### config.mk
export PLATFORM = sky130hd
export DESIGN_NAME = tli_ctrl
export DESIGN_NICKNAME = d
export VERILOG_FILES = /design/src/rtl/core/tli_pkg.sv /design/src/rtl/core/tli_ctrl.sv
export SDC_FILE = /design/constraint.sdc
export NUM_CORES = 1
export LEC_CHECK = 0
export BUFFER_PORTS_ARGS = -buffer_cell sky130_fd_sc_hd__buf_2
export CORE_MARGIN = 2
export CORE_UTILIZATION = 36
export DETAILED_ROUTE_END_ITERATION = 8
export PLACE_DENSITY = 0.66
export SETUP_SLACK_MARGIN = 0.05
export SLEW_MARGIN = 20
export SYNTH_ARGS = -nofsm -noshare
export SYNTH_HDL_FRONTEND = slang
export SYNTH_SLANG_ARGS = --single-unit
### constraint.sdc
create_clock -name i_clk -period 2.96 [get_ports i_clk]
set_input_delay 0.74 -clock i_clk [delete_from_list [all_inputs] [get_ports i_clk]]
set_output_delay 0.74 -clock i_clk [all_outputs]
set_load 0.01 [all_outputs]
### src/rtl/core/tli_pkg.sv
package tli_pkg;

    // Table geometry
    localparam int TABLE_DEPTH = 64;
    localparam int IDX_W       = $clog2(TABLE_DEPTH);
    localparam int DATA_W      = 32;
    localparam int SIZE_W      = 7;
    localparam int IDX_OUT_W   = 7;
    localparam int ENTRY_IDX_W = 6;
    localparam int OOR_W       = 2;

    // Divider: top quotient bits are checked in one compare, the rest one bit a cycle
    localparam int DIV_STEPS = 34;
    localparam int CNT_W     = $clog2(DIV_STEPS);
    localparam int PROD_W    = 2 * DATA_W;

    // Operation codes
    localparam logic OP_WRITE = 1'b0;
    localparam logic OP_QUERY = 1'b1;

    // Range codes
    localparam logic [OOR_W-1:0] OOR_INSIDE = 2'd0;
    localparam logic [OOR_W-1:0] OOR_BELOW  = 2'd1;
    localparam logic [OOR_W-1:0] OOR_ABOVE  = 2'd2;

    typedef enum logic [3:0] {
        S_IDLE,
        S_RD_FIRST,
        S_RD_LAST,
        S_CMP,
        S_PREP,
        S_MUL,
        S_DIV_INIT,
        S_DIV,
        S_ADD,
        S_DONE
    } t_state;

    typedef enum logic [1:0] {
        ADDR_ZERO,
        ADDR_LAST,
        ADDR_MID
    } t_addr_sel;

    typedef enum logic [2:0] {
        RES_NONE,
        RES_BELOW,
        RES_ABOVE,
        RES_HIT_L,
        RES_HIT_RD,
        RES_FLAT,
        RES_SAT,
        RES_SUM
    } t_res_sel;

    typedef struct packed {
        logic      start_query;
        logic      wr_entry;
        logic      load_first;
        logic      load_last;
        logic      load_mid;
        logic      prep;
        logic      mul;
        logic      div_init;
        logic      div_step;
        logic      load_out;
        t_addr_sel addr_sel;
        t_res_sel  res_sel;
    } t_cmd;

    typedef struct packed {
        logic q_lt;
        logic q_gt;
        logic q_eq;
        logic eq_first;
        logic search_more;
        logic dx_zero;
        logic big;
        logic div_done;
        logic out_free;
    } t_sts;

endpackage

### src/rtl/core/tli_ctrl.sv
module tli_ctrl (
    input  logic          i_clk,
    input  logic          i_rst_n,
    input  logic          i_valid,
    input  logic          i_operation,
    output logic          o_stall,
    input  tli_pkg::t_sts i_sts,
    output tli_pkg::t_cmd o_cmd
);

    tli_pkg::t_state r_state;
    tli_pkg::t_state n_state;

    // State register
    always_ff @(posedge i_clk) begin
        if (!i_rst_n) begin
            r_state <= tli_pkg::S_IDLE;
        end else begin
            r_state <= n_state;
        end
    end

    // Next state and datapath commands
    always_comb begin
        n_state = r_state;
        o_cmd   = '0;
        o_stall = 1'b1;
        unique case (r_state)
            tli_pkg::S_IDLE: begin
                o_stall = 1'b0;
                if (i_valid) begin
                    if (i_operation == tli_pkg::OP_QUERY) begin
                        o_cmd.start_query = 1'b1;
                        o_cmd.addr_sel    = tli_pkg::ADDR_ZERO;
                        n_state           = tli_pkg::S_RD_FIRST;
                    end else begin
                        o_cmd.wr_entry = 1'b1;
                    end
                end
            end
            tli_pkg::S_RD_FIRST: begin
                o_cmd.load_first = 1'b1;
                o_cmd.addr_sel   = tli_pkg::ADDR_LAST;
                if (i_sts.q_lt) begin
                    o_cmd.res_sel = tli_pkg::RES_BELOW;
                    n_state       = tli_pkg::S_DONE;
                end else begin
                    n_state = tli_pkg::S_RD_LAST;
                end
            end
            tli_pkg::S_RD_LAST: begin
                o_cmd.load_last = 1'b1;
                o_cmd.addr_sel  = tli_pkg::ADDR_MID;
                if (i_sts.q_gt) begin
                    o_cmd.res_sel = tli_pkg::RES_ABOVE;
                    n_state       = tli_pkg::S_DONE;
                end else if (i_sts.eq_first) begin
                    o_cmd.res_sel = tli_pkg::RES_HIT_L;
                    n_state       = tli_pkg::S_DONE;
                end else if (i_sts.q_eq) begin
                    o_cmd.res_sel = tli_pkg::RES_HIT_RD;
                    n_state       = tli_pkg::S_DONE;
                end else if (i_sts.search_more) begin
                    n_state = tli_pkg::S_CMP;
                end else begin
                    n_state = tli_pkg::S_PREP;
                end
            end
            tli_pkg::S_CMP: begin
                o_cmd.load_mid = 1'b1;
                o_cmd.addr_sel = tli_pkg::ADDR_MID;
                if (i_sts.q_eq) begin
                    o_cmd.res_sel = tli_pkg::RES_HIT_RD;
                    n_state       = tli_pkg::S_DONE;
                end else if (i_sts.search_more) begin
                    n_state = tli_pkg::S_CMP;
                end else begin
                    n_state = tli_pkg::S_PREP;
                end
            end
            tli_pkg::S_PREP: begin
                o_cmd.prep = 1'b1;
                if (i_sts.dx_zero) begin
                    o_cmd.res_sel = tli_pkg::RES_FLAT;
                    n_state       = tli_pkg::S_DONE;
                end else begin
                    n_state = tli_pkg::S_MUL;
                end
            end
            tli_pkg::S_MUL: begin
                o_cmd.mul = 1'b1;
                n_state   = tli_pkg::S_DIV_INIT;
            end
            tli_pkg::S_DIV_INIT: begin
                o_cmd.div_init = 1'b1;
                if (i_sts.big) begin
                    o_cmd.res_sel = tli_pkg::RES_SAT;
                    n_state       = tli_pkg::S_DONE;
                end else begin
                    n_state = tli_pkg::S_DIV;
                end
            end
            tli_pkg::S_DIV: begin
                o_cmd.div_step = 1'b1;
                if (i_sts.div_done) begin
                    n_state = tli_pkg::S_ADD;
                end
            end
            tli_pkg::S_ADD: begin
                o_cmd.res_sel = tli_pkg::RES_SUM;
                n_state       = tli_pkg::S_DONE;
            end
            tli_pkg::S_DONE: begin
                if (i_sts.out_free) begin
                    o_cmd.load_out = 1'b1;
                    n_state        = tli_pkg::S_IDLE;
                end
            end
            default: begin
                n_state = tli_pkg::S_IDLE;
            end
        endcase
    end

`ifndef SYNTHESIS
    a_query_starts_read: assert property (@(posedge i_clk) disable iff (!i_rst_n)
        (i_valid && !o_stall && i_operation == tli_pkg::OP_QUERY)
        |=> r_state == tli_pkg::S_RD_FIRST)
        else $error("query request did not start the table read");

    a_load_out_free: assert property (@(posedge i_clk) disable iff (!i_rst_n)
        o_cmd.load_out |-> i_sts.out_free)
        else $error("result loaded over an untaken result");

    a_div_holds: assert property (@(posedge i_clk) disable iff (!i_rst_n)
        (r_state == tli_pkg::S_DIV && !i_sts.div_done) |=> r_state == tli_pkg::S_DIV)
        else $error("divider left before its last step");

    a_result_then_done: assert property (@(posedge i_clk) disable iff (!i_rst_n)
        (o_cmd.res_sel != tli_pkg::RES_NONE) |=> r_state == tli_pkg::S_DONE)
        else $error("result staged without going to the hand-off state");
`endif

endmodule

==> impl_metrics.toml, run 1 <==
[run_status]
status = "complete, no violations"

[critical_path]
worst-path-max-fanout = 13
crit_chain = "nand2b_1 > nor3_2 > a32oi_1 > nand2_1 > buf_2"
cp-start-kind = "flip-flop"
end_kind = "output pin"
critPathSlowestCell = "dfxtp_1"
max_stage_delay_ps = 590
critPathArrivalTime_ps = 1810
criticalPathCategory = "flip-flop to output pin"
worstPathRequired_ps = 2220

[layout]
final_common_cell = "buf_2"
antenna_cells = 0
nets = 119
reg.largest.list = "r_state: 4 flops"
final-instance-count-excl-fill = 120
top_register = "r_state"
final_cell_mix = "28 x buf_2, 10 x nor2_1, 7 x nand2_1"
largest_reg_flops = 4
drive_gt1_share_pct = 37.5
area_growth_pct = 25.5

[global_routing]
grt_max_degree = 21
grt_first_pass_wirelength_mm = 2.27
grt_pass1_vias = 516
globalRouteOverflowTotal = 0
antenna_found_initial = 0
track_usage_pct = 16.3

[timing]
rsz0062_at_grt = "false"
setup_slack_ps = 415
fin_skew_ps = 1.47
tightest_slew_ps = 610
max_freq_ghz = 0.393
setup-violations-final = 0
slew_headroom_pct = 59.3
period_share_pct = 86.0
min_period_ps = 2550
slew_viol_final = 0
hold_violations = 0
fin_setup_tns_ps = 0
whs_ps = 768

[clock_network]
cts.sinks = 4
hold_buffers = 0
cts_tree = "built"
cts_resized = 0
cts_buffer_depth = 2
clockRootBuffer = "clkbuf_4"
cts.clk_slew.worst_paths_ps = 40
cts_setup_buffers = 0
cts_made_buffers = 3
htree_num_levels = 1
clk_latency_ps = 240

[synthesis]
syn_avg_cell_area_um2 = 6.97
synth_nets = 92
synth_edf_count = 0
ys.warnings.count = 0
ys_types = 37
synth_top_family_by_area = "simple AND/OR/NAND/NOR gates"
synthAdderAreaFrac_pct = 0
synthFlopType = "dfxtp_1"
netlist_instances = 79
synth-compound-area-share_pct = 28.6
muxShareOfSynthArea_pct = 0
async_flop_share_pct = 0
synth_xor_area_share_pct = 0
synth_seq_area_share_pct = 14.5
synth-simple-area-share_pct = 45.7
synth_seq_cells = 4
syn_area_um2 = 551

[min_path]
min_path_type = "flip-flop to flip-flop"

[pwr]
powerDensity_nw_per_um2 = 339
seqPwrFrac_pct = 29.8
power.total_mw = 0.234
internal_power_mw = 0.147
power.share.switching_pct = 37.2
clkPwrFrac_pct = 29.6
p_comb_share_pct = 40.6
peakVddDrop_mv = 0.163
power.switching_mw = 0.0873
leakagePower_nw = 0.344

[drt]
ant_nets = 0
wirelength_mm = 1.39
detail_route.wl_per_cell_um = 11.6
num_vias = 646
drc = 0
dr.first_iter.drc_count = 10
routed_via_density = 5.38
drtPass1Iterations = 4

[job]
drv_cap = 0

[placement]
post-place-ws_ps = 682
place_inst = 117
dp_hpwl_mm = 1.02
io_buffer_count = 28
place_congestion = 0.843

[floorplan]
coreArea_um2 = 1470
io_pins = 29
die_w_um = 43.1
die-area_um2 = 1860
rows = 14
dieHeight_um = 43.1
initial_utilization_pct = 37.4
-- power groups by stage --
stage / Clock, mW / Combinational, mW / Sequential (mW)
6_report: 0.0694 / 0.0952 / 0.0698
5_1_grt: 0.0718 / 0.106 / 0.0711
4_1_cts: 0.0714 / 0.0956 / 0.0696
3_5_place_dp: 0 / 0.0954 / 0.0708
3_3_place_gp: 0 / 0.0960 / 0.0706
2_1_floorplan: 0 / 0.0723 / 0.0626
-- worst max-delay path, delay by kind of cell, from the launching register on --
family,cells,cell delay [ps]
flops,1,590
buf+inv,1,120
simple gates,3,720
compound gates,1,130
-- routing by layer --
layer  vias up  track usage, %  share of wire, %
met1       288            21.7                46
met5         -               0                 0
li1        338               -                 -
met3         5            3.83               4.6
met2        15            23.6                47
met4         0            9.09               2.4
-- Yosys cell counts, types with 3 or more instances --
cell | count | area [um^2]
nor2_1 | 10 | 37.5
nand2b_1 | 5 | 31.3
nand2_1 | 7 | 26.3
nor3b_1 | 3 | 22.5
nor3_1 | 4 | 20.0
dfxtp_1 | 4 | 80.1
buf_4 | 4 | 30.0
inv_1 | 3 | 11.3
nor2b_1 | 4 | 25.0
-- final cells by class --
class	instances	area, um^2
clock buffers	3	22.5
fillers	157	781
inverters	3	11.3
multi-input cells	65	409
flip-flops and latches	4	80.1
well taps	16	20.0
repair buffers	29	148
-- logic make-up after synthesis --
| group | count (synthesis) |
|---|---|
| AND/OR/NAND/NOR | 45 |
| AO/OA/AOI/OAI | 20 |
| buffers and inverters | 10 |
| flip-flops | 4 |
-- path summary, 6_finish.rpt --
kind,slack (ps),cells past startpoint,endpoint,startpoint
hold / removal,770,4,r_state[0],r_state[3]
setup reg to reg,1350,4,r_state[3],r_state[1]
hold reg to reg,770,4,r_state[0],r_state[3]
setup / recovery,410,5,o_cmd[0],r_state[1]
-- stage by stage --
stage,cell area [um^2],util [%]
5_1_grt,691,46.9
2_1_floorplan,551,-
3_3_place_gp,668,45.4
4_1_cts,691,46.9
3_5_place_dp,668,45.4
6_report,691,46.9
Note: power is estimated with default switching activity, not from simulation.
==> run 2: changes to the inputs <==
--- a/config.mk
+++ b/config.mk
@@ -5,11 +5,13 @@
 export SDC_FILE = /design/constraint.sdc
 export NUM_CORES = 1
 export LEC_CHECK = 0
+export ABC_AREA = 1
 export BUFFER_PORTS_ARGS = -buffer_cell sky130_fd_sc_hd__buf_2
 export CORE_MARGIN = 2
 export CORE_UTILIZATION = 36
 export DETAILED_ROUTE_END_ITERATION = 8
-export PLACE_DENSITY = 0.66
+export GPL_TIMING_DRIVEN = 0
+export PLACE_DENSITY = 0.67
 export SETUP_SLACK_MARGIN = 0.05
 export SLEW_MARGIN = 20
 export SYNTH_ARGS = -nofsm -noshare
==> impl_metrics.toml, run 2 <==
[clock_network]
cts_setup_buffers = 0
cts.clk_slew.worst_paths_ps = 40
cts_made_buffers = 3
clockRootBuffer = "clkbuf_4"
cts_resized = 0
htree_num_levels = 1
hold_buffers = 0
cts.sinks = 4
clk_latency_ps = 230
cts_buffer_depth = 2
cts_tree = "built"

[timing]
max_freq_ghz = 0.468
min_period_ps = 2130
hold_violations = 0
tightest_slew_ps = 299
fin_skew_ps = 5.42
fin_setup_tns_ps = 0
slew_headroom_pct = 80.0
slew_viol_final = 0
period_share_pct = 72.1
rsz0062_at_grt = "false"
setup-violations-final = 0

[critical_path]
r2r_slack_ps = 1690
critPathArrivalTime_ps = 1390
end_kind = "output pin"
critPathTopFamily = "buffers and inverters"
cp_num_buf_inv = 3
r2r_start = "r_state[0]"
worst-path-max-fanout = 5
r2r_end = "r_state[0]"
worstPathRequired_ps = 2220
worstRegToRegCells = 7
cp-start-kind = "primary input"
crit_top_cell = "buf_2"
critPathSlowestCell = "o31ai_1"
crit_chain = "buf_2 > inv_1 > nand2_1 > o31ai_1 > buf_2"
criticalPathCategory = "primary input to output pin"
max_stage_delay_ps = 200

[floorplan]
initial_utilization_pct = 39.7
io_pins = 29
dieHeight_um = 42.6
coreArea_um2 = 1350
rows = 13
die_w_um = 42.6
die-area_um2 = 1810

[synthesis]
ys.warnings.count = 0
netlist.area_leader.share_pct = 16.1
synthTopCellsByCount = "23 x nand2_1, 16 x inv_1, 14 x nor2_1, 11 x nand3_1, 5 x inv_2"
netlist_instances = 97
syn_area_um2 = 536
synth_top_area_cell = "nand2_1"
synth_seq_cells = 4
synthFlopType = "dfxtp_1"
synth_edf_count = 0
synth_nets = 110
syn_avg_cell_area_um2 = 5.52
ys_types = 20
synth_seq_area_share_pct = 15.0
async_flop_share_pct = 0
synth_area_leaders = "nand2_1 16%, dfxtp_1 15%, inv_1 11%"
synth_most_common_cell = "nand2_1"

[job]
drv_cap = 0

[drt]
num_vias = 639
detail_route.wl_per_cell_um = 8.94
wirelength_mm = 1.28
drtPass1Iterations = 2
ant_nets = 0
dr.first_iter.drc_count = 10
drc = 0
routed_via_density = 4.47

[global_routing]
grt_pass1_vias = 576
globalRouteOverflowTotal = 0
grt_max_degree = 8
track_usage_pct = 15.7
antenna_found_initial = 0
grt_first_pass_wirelength_mm = 2.20

[layout]
nets = 143
reg.largest.list = "r_state: 4 flops"
area_growth_pct = 33.9
drive_gt1_share_pct = 40.6
top_register = "r_state"
antenna_cells = 0
final_cell_mix = "28 x buf_2, 23 x nand2_1, 16 x inv_1"
final-instance-count-excl-fill = 143
final_common_cell = "buf_2"
largest_reg_flops = 4
fin_area_um2 = 717

[min_path]
holdPathStages = 2
min_from = "r_state[3]"
min_path_type = "flip-flop to flip-flop"
min_to = "r_state[3]"

[placement]
place_congestion = 0.794
place_inst = 140
dp_hpwl_mm = 1.09
io_buffer_count = 28
place_area_um2 = 694

[run_status]
status = "complete, no violations"

[pwr]
leakagePower_nw = 0.504
peakVddDrop_mv = 0.208
powerDensity_nw_per_um2 = 351
[run 2: changes by cell type after synthesis, sizes merged, moves of 4 or more]
cell / before / now
nor3: 5 / 1
inv: 3 / 21
nor2: 11 / 21
nor2b: 4 / 0
nand2b: 5 / 0
nand2: 7 / 28
nand3: 3 / 12
buf: 6 / 1
[run 2: worst max-delay path by stage]
| stage | start | endpoint | cells past startpoint |
|---|---|---|---|
| after floorplan | i_sts[7] | o_cmd[2] | 3 |
| after global placement | i_sts[7] | o_cmd[2] | 5 |
| after detailed placement | i_sts[7] | o_cmd[2] | 5 |
| after CTS | i_sts[7] | o_cmd[2] | 5 |
| after global routing | r_state[0] | o_cmd[2] | 6 |
| final | i_sts[7] | o_cmd[2] | 5 |
[run 2: per-layer routing]
layer | GRT usage [%] | vias up | wire [um]
met4 | 5.63 | 0 | 0
met2 | 25.5 | 14 | 617
li1 | - | 360 | -
met1 | 19.6 | 265 | 610
met3 | 4.31 | 0 | 51
met5 | 0 | - | 0
[run 2: power breakdown]
part | total, mW | internal (mW) | switching (mW)
combinational | 0.116 | 0.0474 | 0.0690
sequential | 0.0681 | 0.0588 | 0.00931
clock | 0.0675 | 0.0454 | 0.0221
total | 0.252 | 0.152 | 0.100
[run 2: final cells by class]
type                       instances  area (um^2)
timing repair buffer              28          140
fill                             142          633
inverter                          21         78.8
buffer                             1         7.51
tap                               15         18.8
multi-input combinational         71          369
sequential                         4         80.1
clock buffer                       3         22.5
[run 2: through the flow]
step	hold WS, ps	setup slack (ps)	total power [mW]	utilization [%]
finish	692	825	0.252	53.1
floorplan	627	970	0.146	-
global route	714	695	0.276	53.1
global placement	689	839	0.184	51.4
CTS	700	832	0.252	53.1
detailed placement	689	834	0.185	51.4
[run 2: worst register-to-register path: stages, from the launching register on]
cell and delay (ps):
dfxtp_1 450, inv_2 60, nor2_2 190, nand4_1 180, nand2_2 130, nor2_2 40
nand2_1 80, a21oi_2 50
[run 2: kinds of logic (layout without fill, tap and decap cells)]
| group | count (synthesis) | in the layout | synth area share, % |
|---|---|---|---|
| AND/OR/NAND/NOR | 65 | 65 | 61.4 |
| buffers and inverters | 22 | 53 | 16.1 |
| AO/OA/AOI/OAI | 6 | 6 | 7.48 |
| flip-flops | 4 | 4 | 15.0 |
==> run 3: changes to the inputs <==
--- a/config.mk
+++ b/config.mk
@@ -5,13 +5,13 @@
 export SDC_FILE = /design/constraint.sdc
 export NUM_CORES = 1
 export LEC_CHECK = 0
-export ABC_AREA = 1
+export ABC_AREA = 0
 export BUFFER_PORTS_ARGS = -buffer_cell sky130_fd_sc_hd__buf_2
 export CORE_MARGIN = 2
 export CORE_UTILIZATION = 36
 export DETAILED_ROUTE_END_ITERATION = 8
 export GPL_TIMING_DRIVEN = 0
-export PLACE_DENSITY = 0.67
+export PLACE_DENSITY = 0.66
 export SETUP_SLACK_MARGIN = 0.05
 export SLEW_MARGIN = 20
 export SYNTH_ARGS = -nofsm -noshare
==> constraint.sdc (replaced) <==
create_clock -name i_clk -period 2.1 [get_ports i_clk]
set_input_delay 0.525 -clock i_clk [delete_from_list [all_inputs] [get_ports i_clk]]
set_output_delay 0.525 -clock i_clk [all_outputs]
set_load 0.01 [all_outputs]
==> impl_metrics.toml, run 3 (synthesis gave the netlist of run 1 again) <==
[layout]
final_cell_mix = "28 x buf_2, 10 x nor2_1, 7 x nand2_1"
top_register = "r_state"
antenna_cells = 0
nets = 125
area_growth_pct = 35.0
final-instance-count-excl-fill = 126
largest_reg_flops = 4
final_common_cell = "buf_2"
drive_gt1_share_pct = 42.7
reg.largest.list = "r_state: 4 flops"

[global_routing]
grt_pass1_vias = 586
grt_first_pass_wirelength_mm = 2.53
antenna_found_initial = 0
grt_max_degree = 11
globalRouteOverflowTotal = 0
track_usage_pct = 17.6

[min_path]
holdPathStages = 2
min_from = "i_rst_n"
min_path_type = "primary input to flip-flop"
min_to = "r_state[0]"

[timing]
max_freq_ghz = 0.507
slew_headroom_pct = 76.8
rsz0062_at_grt = "true"
period_share_pct = 93.9
tightest_slew_ps = 344
fin_skew_ps = 2.43
fin_setup_tns_ps = 0
slew_viol_final = 0
setup-violations-final = 0
min_period_ps = 1970
hold_violations = 0

[critical_path]
crit_chain = "buf_6 > nor2b_1 > a22oi_1 > o21ai_2 > a31o_2 > buf_2"
end_kind = "output pin"
r2r_end = "r_state[3]"
criticalPathCategory = "flip-flop to output pin"
critPathArrivalTime_ps = 1450
worstPathRequired_ps = 1570
worst-path-max-fanout = 10
r2r_start = "r_state[1]"
critPathSlowestCell = "dfxtp_1"
cp-start-kind = "flip-flop"
cp_num_buf_inv = 2
worstRegToRegCells = 6
max_stage_delay_ps = 310
r2r_slack_ps = 780
critPathTopFamily = "compound AO/OA/AOI/OAI gates"

[drt]
wirelength_mm = 1.49
ant_nets = 0
detail_route.wl_per_cell_um = 11.8
num_vias = 691
routed_via_density = 5.48
dr.first_iter.drc_count = 20
drc = 0
drtPass1Iterations = 4

[floorplan]
die_w_um = 43.1
die-area_um2 = 1860
initial_utilization_pct = 37.4
dieHeight_um = 43.1
io_pins = 29
coreArea_um2 = 1470
rows = 14

[clock_network]
cts.clk_slew.worst_paths_ps = 40
cts_made_buffers = 3
clk_latency_ps = 230
clockRootBuffer = "clkbuf_4"
cts_buffer_depth = 2
cts_tree = "built"
cts.sinks = 4
htree_num_levels = 1

[placement]
io_buffer_count = 28
dp_hpwl_mm = 1.18
place_inst = 123
place_congestion = 0.849

[pwr]
powerDensity_nw_per_um2 = 460
peakVddDrop_mv = 0.196
power.total_mw = 0.342
leakagePower_nw = 0.379

[run_status]
status = "complete, no violations"

[job]
drv_cap = 0
==> run 3: cell count changes in the layout (fill, tap and decap cells not counted), moves of 3 or more <==
cell      change
buf_4         +3
nand2b_1      +5
nor2_1        -4
nor2_2        -3
nor2b_1       +4
inv_1        -13
nand3_1       -9
nand2_1      -16
nand2_2       -3
inv_2         -5
nor2_4        -3
==> run 3: layout make-up <==
type | instances | area [um^2]
Sequential cell | 4 | 81.3
Timing Repair Buffer | 28 | 140
Tap cell | 16 | 20.0
Buffer | 7 | 53.8
Multi-Input combinational cell | 65 | 414
Inverter | 3 | 11.3
Fill cell | 162 | 728
Clock buffer | 3 | 22.5
==> run 3: worst max-delay path by stage <==
stage                          start        to  slack (ps)  depth (start not counted)
after floorplan           r_state[2]  o_cmd[0]         370                          5
after global placement      i_sts[3]  o_cmd[2]         280                          6
after detailed placement    i_sts[3]  o_cmd[2]         280                          6
after CTS                 r_state[0]  o_cmd[2]          50                          5
after global routing      r_state[3]  o_cmd[0]          20                          6
final                     r_state[2]  o_cmd[2]         130                          6
==> run 3: metal layers <==
metal | wire (um) | global-route usage (%) | vias to the layer above | share of wire (%)
met5 | 0 | 0 | - | 0
met4 | 0 | 3.64 | 0 | 0
met3 | 61 | 3.83 | 0 | 4.1
met2 | 698 | 26.3 | 17 | 47
li1 | - | - | 353 | -
met1 | 726 | 25.6 | 321 | 49
==> run 3: worst register-to-register path: stages (launching register included) <==
cell and delay, ps:
dfxtp_1 320, buf_4 170, nor2_1 200, nand3_1 100, a31oi_1 190, nor2_1 80, o31ai_2 170
==> run 3: timing repair <==
action,in CTS,in global routing
endpoints found under the setup margin,0,7
hold buffers,0,0
setup buffers,0,0
resized for setup,0,5
==> run 3: stage by stage <==
step | setup WS (ps) | hold WS (ps) | area (um^2) | utilization, %
after floorplan | 374 | 609 | 551 | -
after global placement | 280 | 664 | 711 | 48.3
after detailed placement | 283 | 677 | 711 | 48.3
after CTS | 53.1 | 573 | 733 | 49.8
after global routing | 16.4 | 575 | 743 | 50.5
final | 128 | 575 | 743 | 50.5
==> run 3: where the power goes <==
part	internal (mW)	switching (mW)	total, mW
Combinational	0.0709	0.0863	0.157
Clock	0.0638	0.0300	0.0938
Sequential	0.0824	0.00870	0.0911
Total	0.217	0.125	0.342
